## src/rtl/core/lrd_pkg.sv

```systemverilog
package lrd_pkg;

  localparam int unsigned ResultDepthDefault = 4;

  localparam logic [31:0] CrcPoly = 32'hEDB8_8320;
  localparam logic [31:0] CrcInit = 32'hFFFF_FFFF;
  localparam logic [31:0] SatMax  = 32'hFFFF_FFFF;

  localparam logic [23:0] MaxLenReset = 24'h10_0000;

  localparam logic [3:0] HdrLastIdx = 4'd15;

  // Register index as decoded from paddr[2]
  localparam logic RegMagic  = 1'b0;
  localparam logic RegMaxLen = 1'b1;

  typedef enum logic [1:0] {
    PhHeader  = 2'd0,
    PhPayload = 2'd1,
    PhTorn    = 2'd2
  } phase_e;

  typedef enum logic [1:0] {
    ResPayload   = 2'd0,
    ResRecordEnd = 2'd1,
    ResSummary   = 2'd2
  } result_kind_e;

  typedef struct packed {
    result_kind_e kind;
    logic [7:0]   payload_byte;
    logic [31:0]  record_seq;
    logic [23:0]  record_length;
    logic         record_ok;
    logic [31:0]  records_replayed;
    logic [31:0]  valid_bytes;
    logic [31:0]  torn_bytes;
    logic         tail_torn;
    logic         last;
  } result_t;

  // Reflected CRC-32, one byte
  function automatic logic [31:0] crc32_byte(logic [31:0] c, logic [7:0] b);
    logic [31:0] r;
    r = c ^ {24'd0, b};
    for (int k = 0; k < 8; k++) begin
      r = r[0] ? (CrcPoly ^ (r >> 1)) : (r >> 1);
    end
    return r;
  endfunction

endpackage

```

## src/rtl/core/log_record_deframer_crc32.sv

```systemverilog
// Log record deframer with CRC-32 check. Takes one stream byte (kind 0) or an
// end-of-stream marker (kind 1) per transfer. Each record is a 16-byte
// little-endian header (magic, sequence, length, CRC-32) and a payload; payload
// bytes come out as they arrive, and the last one is followed by a record-end
// result carrying sequence, length and the CRC verdict. A bad magic, a length
// above max_payload_length, a CRC mismatch or a record cut short by end of
// stream stops parsing; later bytes are counted as torn. End of stream yields
// one summary and re-arms the parser (registers are kept). Input is accepted
// at one byte per cycle while at least two of the ResultDepth result queue
// slots are free; results are written into that queue when the input transfer
// is taken and leave it in order. A closing payload byte gives two results.
// Registers: record_magic at 0x0, max_payload_length at 0x4 (APB, no wait).
module log_record_deframer_crc32 #(
  parameter int unsigned ResultDepth = lrd_pkg::ResultDepthDefault
) (
  input  logic        clk_i,
  input  logic        rst_ni,

  input  logic        psel,
  input  logic        penable,
  input  logic        pwrite,
  input  logic [2:0]  paddr,
  input  logic [31:0] pwdata,
  output logic [31:0] prdata,
  output logic        pready,

  input  logic        in_valid_i,
  output logic        in_ready_o,
  input  logic        kind_i,
  input  logic [7:0]  data_byte_i,

  output logic        out_valid_o,
  input  logic        out_ready_i,
  output logic [1:0]  result_kind_o,
  output logic [7:0]  payload_byte_o,
  output logic [31:0] record_seq_o,
  output logic [23:0] record_length_o,
  output logic        record_ok_o,
  output logic [31:0] records_replayed_o,
  output logic [31:0] valid_bytes_o,
  output logic [31:0] torn_bytes_o,
  output logic        tail_torn_o,
  output logic        last_o
);
  import lrd_pkg::*;

  localparam int unsigned PtrW = (ResultDepth > 2) ? $clog2(ResultDepth) : 1;
  localparam int unsigned CntW = $clog2(ResultDepth + 1);

  function automatic logic [31:0] put_lane(logic [31:0] w, logic [1:0] lane,
                                           logic [7:0] v);
    logic [31:0] r;
    r = w;
    r[{lane, 3'b000} +: 8] = v;
    return r;
  endfunction

  function automatic logic [PtrW-1:0] ptr_inc(logic [PtrW-1:0] p);
    logic [PtrW-1:0] r;
    r = (p == PtrW'(ResultDepth - 1)) ? '0 : p + 1'b1;
    return r;
  endfunction

  // Configuration registers
  logic [31:0] magic_cfg_q;
  logic [23:0] max_len_q;
  logic        cfg_wr;

  assign pready = 1'b1;
  assign cfg_wr = psel & penable & pwrite & pready;
  assign prdata = (paddr[2] == RegMaxLen) ? {8'd0, max_len_q} : magic_cfg_q;

  always_ff @(posedge clk_i or negedge rst_ni) begin
    if (!rst_ni) begin
      magic_cfg_q <= '0;
      max_len_q   <= MaxLenReset;
    end else if (cfg_wr) begin
      if (paddr[2] == RegMagic) begin
        magic_cfg_q <= pwdata;
      end else begin
        max_len_q <= pwdata[23:0];
      end
    end
  end

  // Parser state
  phase_e      phase_q, phase_d;
  logic [3:0]  hdr_idx_q, hdr_idx_d;
  logic [31:0] hdr_magic_q, hdr_magic_d;
  logic [31:0] hdr_seq_q, hdr_seq_d;
  logic [31:0] hdr_len_q, hdr_len_d;
  logic [31:0] hdr_crc_q, hdr_crc_d;
  logic [23:0] pay_rem_q, pay_rem_d;
  logic [31:0] crc_q, crc_d;
  logic [31:0] good_cnt_q, good_cnt_d;
  logic [31:0] good_off_q, good_off_d;
  logic [31:0] total_q, total_d;

  // Result queue
  result_t         res_mem_q [ResultDepth];
  logic [PtrW-1:0] wptr_q, rptr_q;
  logic [CntW-1:0] cnt_q;
  result_t         res0, res1;
  logic [1:0]      n_res;
  logic            acc, pop;

  assign in_ready_o  = (cnt_q <= CntW'(ResultDepth - 2));
  assign acc         = in_valid_i & in_ready_o;
  assign out_valid_o = (cnt_q != '0);
  assign pop         = out_valid_o & out_ready_i;

  // Decode of the current byte against the current state
  logic        hdr_last, hdr_bad, zero_len, pay_end, crc_ok_pay, crc_ok_zero;
  logic [31:0] crc_upd, total_inc, torn;
  logic [31:0] good_cnt_inc;

  assign crc_upd      = crc32_byte(crc_q, data_byte_i);
  assign hdr_last     = (hdr_idx_q == HdrLastIdx);
  assign hdr_bad      = (hdr_magic_q != magic_cfg_q) || (hdr_len_q > {8'd0, max_len_q});
  assign zero_len     = (hdr_len_q == '0);
  assign crc_ok_zero  = (put_lane(hdr_crc_q, hdr_idx_q[1:0], data_byte_i) == ~CrcInit);
  assign pay_end      = (pay_rem_q == 24'd1);
  assign crc_ok_pay   = ((crc_upd ^ CrcInit) == hdr_crc_q);
  assign total_inc    = (total_q == SatMax) ? total_q : total_q + 32'd1;
  assign good_cnt_inc = (good_cnt_q == SatMax) ? good_cnt_q : good_cnt_q + 32'd1;
  assign torn         = total_q - good_off_q;

  // Next phase
  always_comb begin
    phase_d = phase_q;
    if (acc) begin
      if (kind_i) begin
        phase_d = PhHeader;
      end else begin
        case (phase_q)
          PhHeader: begin
            if (hdr_last) begin
              if (hdr_bad) begin
                phase_d = PhTorn;
              end else if (zero_len) begin
                phase_d = crc_ok_zero ? PhHeader : PhTorn;
              end else begin
                phase_d = PhPayload;
              end
            end
          end
          PhPayload: begin
            if (pay_end) begin
              phase_d = crc_ok_pay ? PhHeader : PhTorn;
            end
          end
          default: ;
        endcase
      end
    end
  end

  // Datapath and results
  always_comb begin
    hdr_idx_d   = hdr_idx_q;
    hdr_magic_d = hdr_magic_q;
    hdr_seq_d   = hdr_seq_q;
    hdr_len_d   = hdr_len_q;
    hdr_crc_d   = hdr_crc_q;
    pay_rem_d   = pay_rem_q;
    crc_d       = crc_q;
    good_cnt_d  = good_cnt_q;
    good_off_d  = good_off_q;
    total_d     = total_q;
    res0        = '0;
    res1        = '0;
    n_res       = 2'd0;
    if (acc) begin
      if (kind_i) begin
        res0.kind             = ResSummary;
        res0.records_replayed = good_cnt_q;
        res0.valid_bytes      = good_off_q;
        res0.torn_bytes       = torn;
        res0.tail_torn        = (torn != '0);
        res0.last             = 1'b1;
        n_res                 = 2'd1;
        hdr_idx_d   = '0;
        hdr_magic_d = '0;
        hdr_seq_d   = '0;
        hdr_len_d   = '0;
        hdr_crc_d   = '0;
        pay_rem_d   = '0;
        crc_d       = CrcInit;
        good_cnt_d  = '0;
        good_off_d  = '0;
        total_d     = '0;
      end else begin
        total_d = total_inc;
        case (phase_q)
          PhHeader: begin
            case (hdr_idx_q[3:2])
              2'd0:    hdr_magic_d = put_lane(hdr_magic_q, hdr_idx_q[1:0], data_byte_i);
              2'd1:    hdr_seq_d   = put_lane(hdr_seq_q, hdr_idx_q[1:0], data_byte_i);
              2'd2:    hdr_len_d   = put_lane(hdr_len_q, hdr_idx_q[1:0], data_byte_i);
              default: hdr_crc_d   = put_lane(hdr_crc_q, hdr_idx_q[1:0], data_byte_i);
            endcase
            if (!hdr_last) begin
              hdr_idx_d = hdr_idx_q + 4'd1;
            end else begin
              hdr_idx_d = '0;
              crc_d     = CrcInit;
              if (!hdr_bad && zero_len) begin
                res0.kind          = ResRecordEnd;
                res0.record_seq    = hdr_seq_q;
                res0.record_length = hdr_len_q[23:0];
                res0.record_ok     = crc_ok_zero;
                res0.last          = 1'b1;
                n_res              = 2'd1;
                if (crc_ok_zero) begin
                  good_cnt_d = good_cnt_inc;
                  good_off_d = total_inc;
                end
              end else if (!hdr_bad) begin
                pay_rem_d = hdr_len_q[23:0];
              end
            end
          end
          PhPayload: begin
            crc_d              = crc_upd;
            pay_rem_d          = pay_rem_q - 24'd1;
            res0.kind          = ResPayload;
            res0.payload_byte  = data_byte_i;
            res0.record_seq    = hdr_seq_q;
            res0.record_length = hdr_len_q[23:0];
            res0.last          = !pay_end;
            n_res              = 2'd1;
            if (pay_end) begin
              res1.kind          = ResRecordEnd;
              res1.record_seq    = hdr_seq_q;
              res1.record_length = hdr_len_q[23:0];
              res1.record_ok     = crc_ok_pay;
              res1.last          = 1'b1;
              n_res              = 2'd2;
              if (crc_ok_pay) begin
                good_cnt_d = good_cnt_inc;
                good_off_d = total_inc;
              end
            end
          end
          default: ;
        endcase
      end
    end
  end

  always_ff @(posedge clk_i or negedge rst_ni) begin
    if (!rst_ni) begin
      phase_q     <= PhHeader;
      hdr_idx_q   <= '0;
      hdr_magic_q <= '0;
      hdr_seq_q   <= '0;
      hdr_len_q   <= '0;
      hdr_crc_q   <= '0;
      pay_rem_q   <= '0;
      crc_q       <= CrcInit;
      good_cnt_q  <= '0;
      good_off_q  <= '0;
      total_q     <= '0;
    end else begin
      phase_q     <= phase_d;
      hdr_idx_q   <= hdr_idx_d;
      hdr_magic_q <= hdr_magic_d;
      hdr_seq_q   <= hdr_seq_d;
      hdr_len_q   <= hdr_len_d;
      hdr_crc_q   <= hdr_crc_d;
      pay_rem_q   <= pay_rem_d;
      crc_q       <= crc_d;
      good_cnt_q  <= good_cnt_d;
      good_off_q  <= good_off_d;
      total_q     <= total_d;
    end
  end

  // Result queue: up to two writes per accepted byte, one read per cycle while a result waits and out_ready_i is high
  logic [PtrW-1:0] wptr1;
  logic            push1, push2;

  assign wptr1 = ptr_inc(wptr_q);
  assign push1 = acc & (n_res != 2'd0);
  assign push2 = acc & (n_res == 2'd2);

  always_ff @(posedge clk_i) begin
    for (int i = 0; i < ResultDepth; i++) begin
      if (push1 && (wptr_q == PtrW'(i))) begin
        res_mem_q[i] <= res0;
      end else if (push2 && (wptr1 == PtrW'(i))) begin
        res_mem_q[i] <= res1;
      end
    end
  end

  always_ff @(posedge clk_i or negedge rst_ni) begin
    if (!rst_ni) begin
      wptr_q <= '0;
      rptr_q <= '0;
      cnt_q  <= '0;
    end else begin
      if (push2) begin
        wptr_q <= ptr_inc(wptr1);
      end else if (push1) begin
        wptr_q <= wptr1;
      end
      if (pop) begin
        rptr_q <= ptr_inc(rptr_q);
      end
      cnt_q <= cnt_q + CntW'(push1) + CntW'(push2) - CntW'(pop);
    end
  end

  result_t head;
  assign head = res_mem_q[rptr_q];

  assign result_kind_o      = head.kind;
  assign payload_byte_o     = head.payload_byte;
  assign record_seq_o       = head.record_seq;
  assign record_length_o    = head.record_length;
  assign record_ok_o        = head.record_ok;
  assign records_replayed_o = head.records_replayed;
  assign valid_bytes_o      = head.valid_bytes;
  assign torn_bytes_o       = head.torn_bytes;
  assign tail_torn_o        = head.tail_torn;
  assign last_o             = head.last;

endmodule

```

## config.mk

```make
export PLATFORM = sky130hd
export DESIGN_NAME = log_record_deframer_crc32
export DESIGN_NICKNAME = d
export VERILOG_FILES = /design/src/rtl/core/lrd_pkg.sv /design/src/rtl/core/log_record_deframer_crc32.sv
export SDC_FILE = /design/constraint.sdc
export NUM_CORES = 2
export LEC_CHECK = 0
export BUFFER_PORTS_ARGS = -buffer_cell sky130_fd_sc_hd__buf_2
export CORE_MARGIN = 2
export CORE_UTILIZATION = 45
export DETAILED_ROUTE_END_ITERATION = 16
export PLACE_DENSITY_LB_ADDON = 0.08
export REMOVE_ABC_BUFFERS = 1
export SKIP_LAST_GASP = 1
export SLEW_MARGIN = 40
export SYNTH_ARGS = -nofsm -noshare
export SYNTH_HDL_FRONTEND = slang
export SYNTH_SLANG_ARGS = --single-unit
```

## constraint.sdc

```tcl
create_clock -name clk_i -period 38.6 [get_ports clk_i]
set_clock_uncertainty 0.1 [all_clocks]
set_input_delay 3.86 -clock clk_i [delete_from_list [all_inputs] [get_ports clk_i]]
set_output_delay 3.86 -clock clk_i [all_outputs]
set_load 0.005 [all_outputs]
```

==> results.py <==
metrics = {
    "logic_synthesis": {
        "yosysUniqueCellTypes": 92,
        "synth_ff_type": "edfxtp_1",
        "synthCells": 3884,
        "synth_area_um2": 48600,
        "yosysTopAreaCell": "edfxtp_1",
        "synthTopCellsByArea": "edfxtp_1 34%, dfrtp_1 16%, mux4_2 7.6%",
        "yosysTopAreaCellShare": 0.342,
        "avgSynthCellArea_um2": 12.5,
        "ys_ff_latch": 1009,
        "yosysSeqAreaShare": 0.566,
        "yosys_warnings": 0,
        "synth-edff-count": 554,
        "ys_async_sr_fraction": 0.346,
    },
    "die": {
        "die_height_um": 333,
        "die_area_um2": 111000,
        "num_rows": 120,
        "dieWidth_um": 333,
        "pin_count": 251,
        "start_util": 0.454,
        "core-area_um2": 107000,
    },
    "setup_path": {
        "cp_data_required_time_ns": 34.64,
        "endpoint_kind": "primary output",
        "slowest_delay_ns": 0.40,
        "cp_top_family": "buffers and inverters",
        "cp-start-kind": "input pin",
        "crit_chain": "buf_2 -> buf_16 -> mux2_2 -> buf_2",
        "path_class": "in2out",
        "critical-path-slowest-cell": "mux2_2",
        "path_max_fanout": 18,
        "cp.buffers_inverters": 3,
        "cp_common_cell": "buf_2",
        "cp.arrival_ns": 5.01,
    },
    "clock_network": {
        "clock_path_buffers": 3,
        "hold_buffers": 0,
        "cts_root_buffer": "clkbuf_16",
        "post-cts-setup-buffer-count": 0,
        "worst_skew_pair.late_latency_ns": 0.71,
        "path_clk_slew_ns": 0.06,
        "cts.repair.resized": 0,
        "numCtsBuffers": 109,
        "cts_tree": "done",
        "clock_sinks": 1009,
        "cts-htree-levels": 3,
    },
    "placement": {
        "hpwl_um": 81400,
        "gp_congestion": 0.834,
        "placed_cell_area_um2": 51600,
        "portBuffers": 247,
    },
    "timing": {
        "slew_violations": 0,
        "setup_tns_ns": 0,
        "rsz0062_at_grt": "no",
        "timing.fmax_mhz": 112,
        "post-route-min-period_ns": 8.97,
        "maxSlewHeadroom": 0.430,
        "fin_crit_sh": 0.232,
        "tightest_slew_ns": 0.852,
        "finalSetupViolations": 0,
        "hold_viol": 0,
    },
    "global_route": {
        "grt_max_degree": 138,
        "grt_pass1_wl_um": 197000,
        "grt_antenna_before_repair": 4,
        "grt_pass1_vias": 31400,
        "grt-ovfl-total": 0,
        "track_usage": 0.231,
    },
    "final_layout": {
        "antennaDiodeCount": 0,
        "layout-drive-gt1-share": 0.218,
        "nFillCells": 9407,
        "seq_area_um2": 27500,
        "multi_input_area_um2": 20000,
        "final_cell_mix": "554 x edfxtp_1, 398 x and2_1, 328 x nor2_1, 314 x dfrtp_1, 245 x buf_2",
        "post-route-util": 0.516,
        "final_common_cell": "edfxtp_1",
        "area_delta_synth_final_pct": 13.5,
        "fin_nets": 4197,
        "final_area_um2": 55200,
    },
    "power_and_ir_drop": {
        "power_density_nw_per_um2": 68.9,
        "sequentialPowerShare": 0.366,
        "switchingPower_mw": 1.34,
        "pwr-share-comb": 0.364,
        "swShare": 0.353,
        "max-vdd-ir-drop_v": 0.0000411,
        "p_int_mw": 2.46,
        "power.leakage_nw": 21.5,
        "power_frac_clock": 0.270,
    },
    "drt": {
        "detail-route-antenna-nets": 0,
        "vias": 31200,
        "wl_per_cell_um": 22.9,
        "viasPerCell": 5.61,
        "drt-total-wl_um": 128000,
        "first_iter_violations": 2214,
        "first_pass_iters": 5,
        "drc": 0,
    },
    "job": {
        "maxCapViolCount": 0,
    },
    "outcome": {
        "status": "complete, no violations",
    },
    "worst_hold_path": {
        "min_path_type": "reg2reg",
    },
}
[registers in the layout, indices dropped and copies added, names as in the netlist, 3 cells and up]
register and flops:
res_mem_q 660, magic_cfg_q 32, total_q 32, hdr_len_q 32, crc_q 32, hdr_seq_q 32
good_off_q 32, hdr_magic_q 32, good_cnt_q 32, cnt_q 3, hdr_idx_q 4, pay_rem_q 24
max_len_q 24, hdr_crc_q 32
[per-stage QoR]
| step | hold WS, ns | power, mW | instances | setup slack, ns |
|---|---|---|---|---|
| after floorplan | 0.321 | 2.36 | 3652 | 20.77 |
| after global placement | 0.340 | 2.79 | 5349 | 29.48 |
| after detailed placement | 0.343 | 2.81 | 5359 | 29.64 |
| after CTS | 0.357 | 3.85 | 5564 | 29.64 |
| after global routing | 0.377 | 4.02 | 5567 | 29.61 |
| final | 0.360 | 3.80 | 5567 | 29.63 |
[synth_stat cells (80+ instances only)]
cell      number
dfxtp_1      106
nor2_1       336
o21ai_0      178
mux2_2       178
dfrtp_1      316
and2_1       399
clkbuf_1     189
a22o_1        80
nand2_1      174
a21oi_1      157
edfxtp_1     554
xnor2_1       99
inv_1         99
mux4_2       165
[final timing paths]
check	from	slack [ns]	end	cells after the start
min in group asynchronous	rst_ni	2.94	hdr_seq_q[23]	1
max in group asynchronous	rst_ni	33.40	good_off_q[16]	4
worst max-delay path	paddr[2]	29.63	prdata[11]	4
worst min-delay path	res_mem_q[2][164]	0.36	res_mem_q[2][164]	1
worst max register to register	hdr_len_q[19]	32.76	res_mem_q[0][141]	12
worst min register to register	res_mem_q[2][164]	0.36	res_mem_q[2][164]	1
[power groups by stage]
stage                     clock network (mW)  logic (mW)  registers [mW]
final                                   1.03        1.38            1.39
after global routing                    1.09        1.51            1.41
after CTS                               1.05        1.40            1.39
after detailed placement                   0        1.39            1.41
after global placement                     0        1.38            1.41
after floorplan                            0       0.936            1.42
[final cells by class]
cell class / instances / share of cell area
Sequential cell: 1009 / 0.499
Multi-Input combinational cell: 2544 / 0.362
Clock buffer: 164 / 0.0561
Timing Repair Buffer: 307 / 0.0368
Tap cell: 1403 / 0.0318
Clock inverter: 41 / 0.00743
Inverter: 99 / 0.00685
[routing by layer]
metal	global-route usage	part of all wire	vias up
met4	0.0507	0.017	4
met5	0	0.00018	-
li1	-	-	14600
met1	0.328	0.46	15800
met3	0.0304	0.044	143
met2	0.380	0.48	683
[worst reg2reg max path: cells and delay by family, from the launching register on]
kind | cells | cell delay (ns)
compound gates | 6 | 1.79
fa+ha+maj | 1 | 0.35
buf+inv | 3 | 2.02
flops | 1 | 0.57
simple gates | 2 | 0.59
[cells by family after synthesis]
group / synth area share
compound gates: 0.0825
xor+xnor: 0.0435
mux: 0.124
simple gates: 0.138
flops: 0.566
fa+ha+maj: 0.0200
other cells: 0.0000771
buf+inv: 0.0260
No activity file was read; power rests on OpenSTA's default activity.
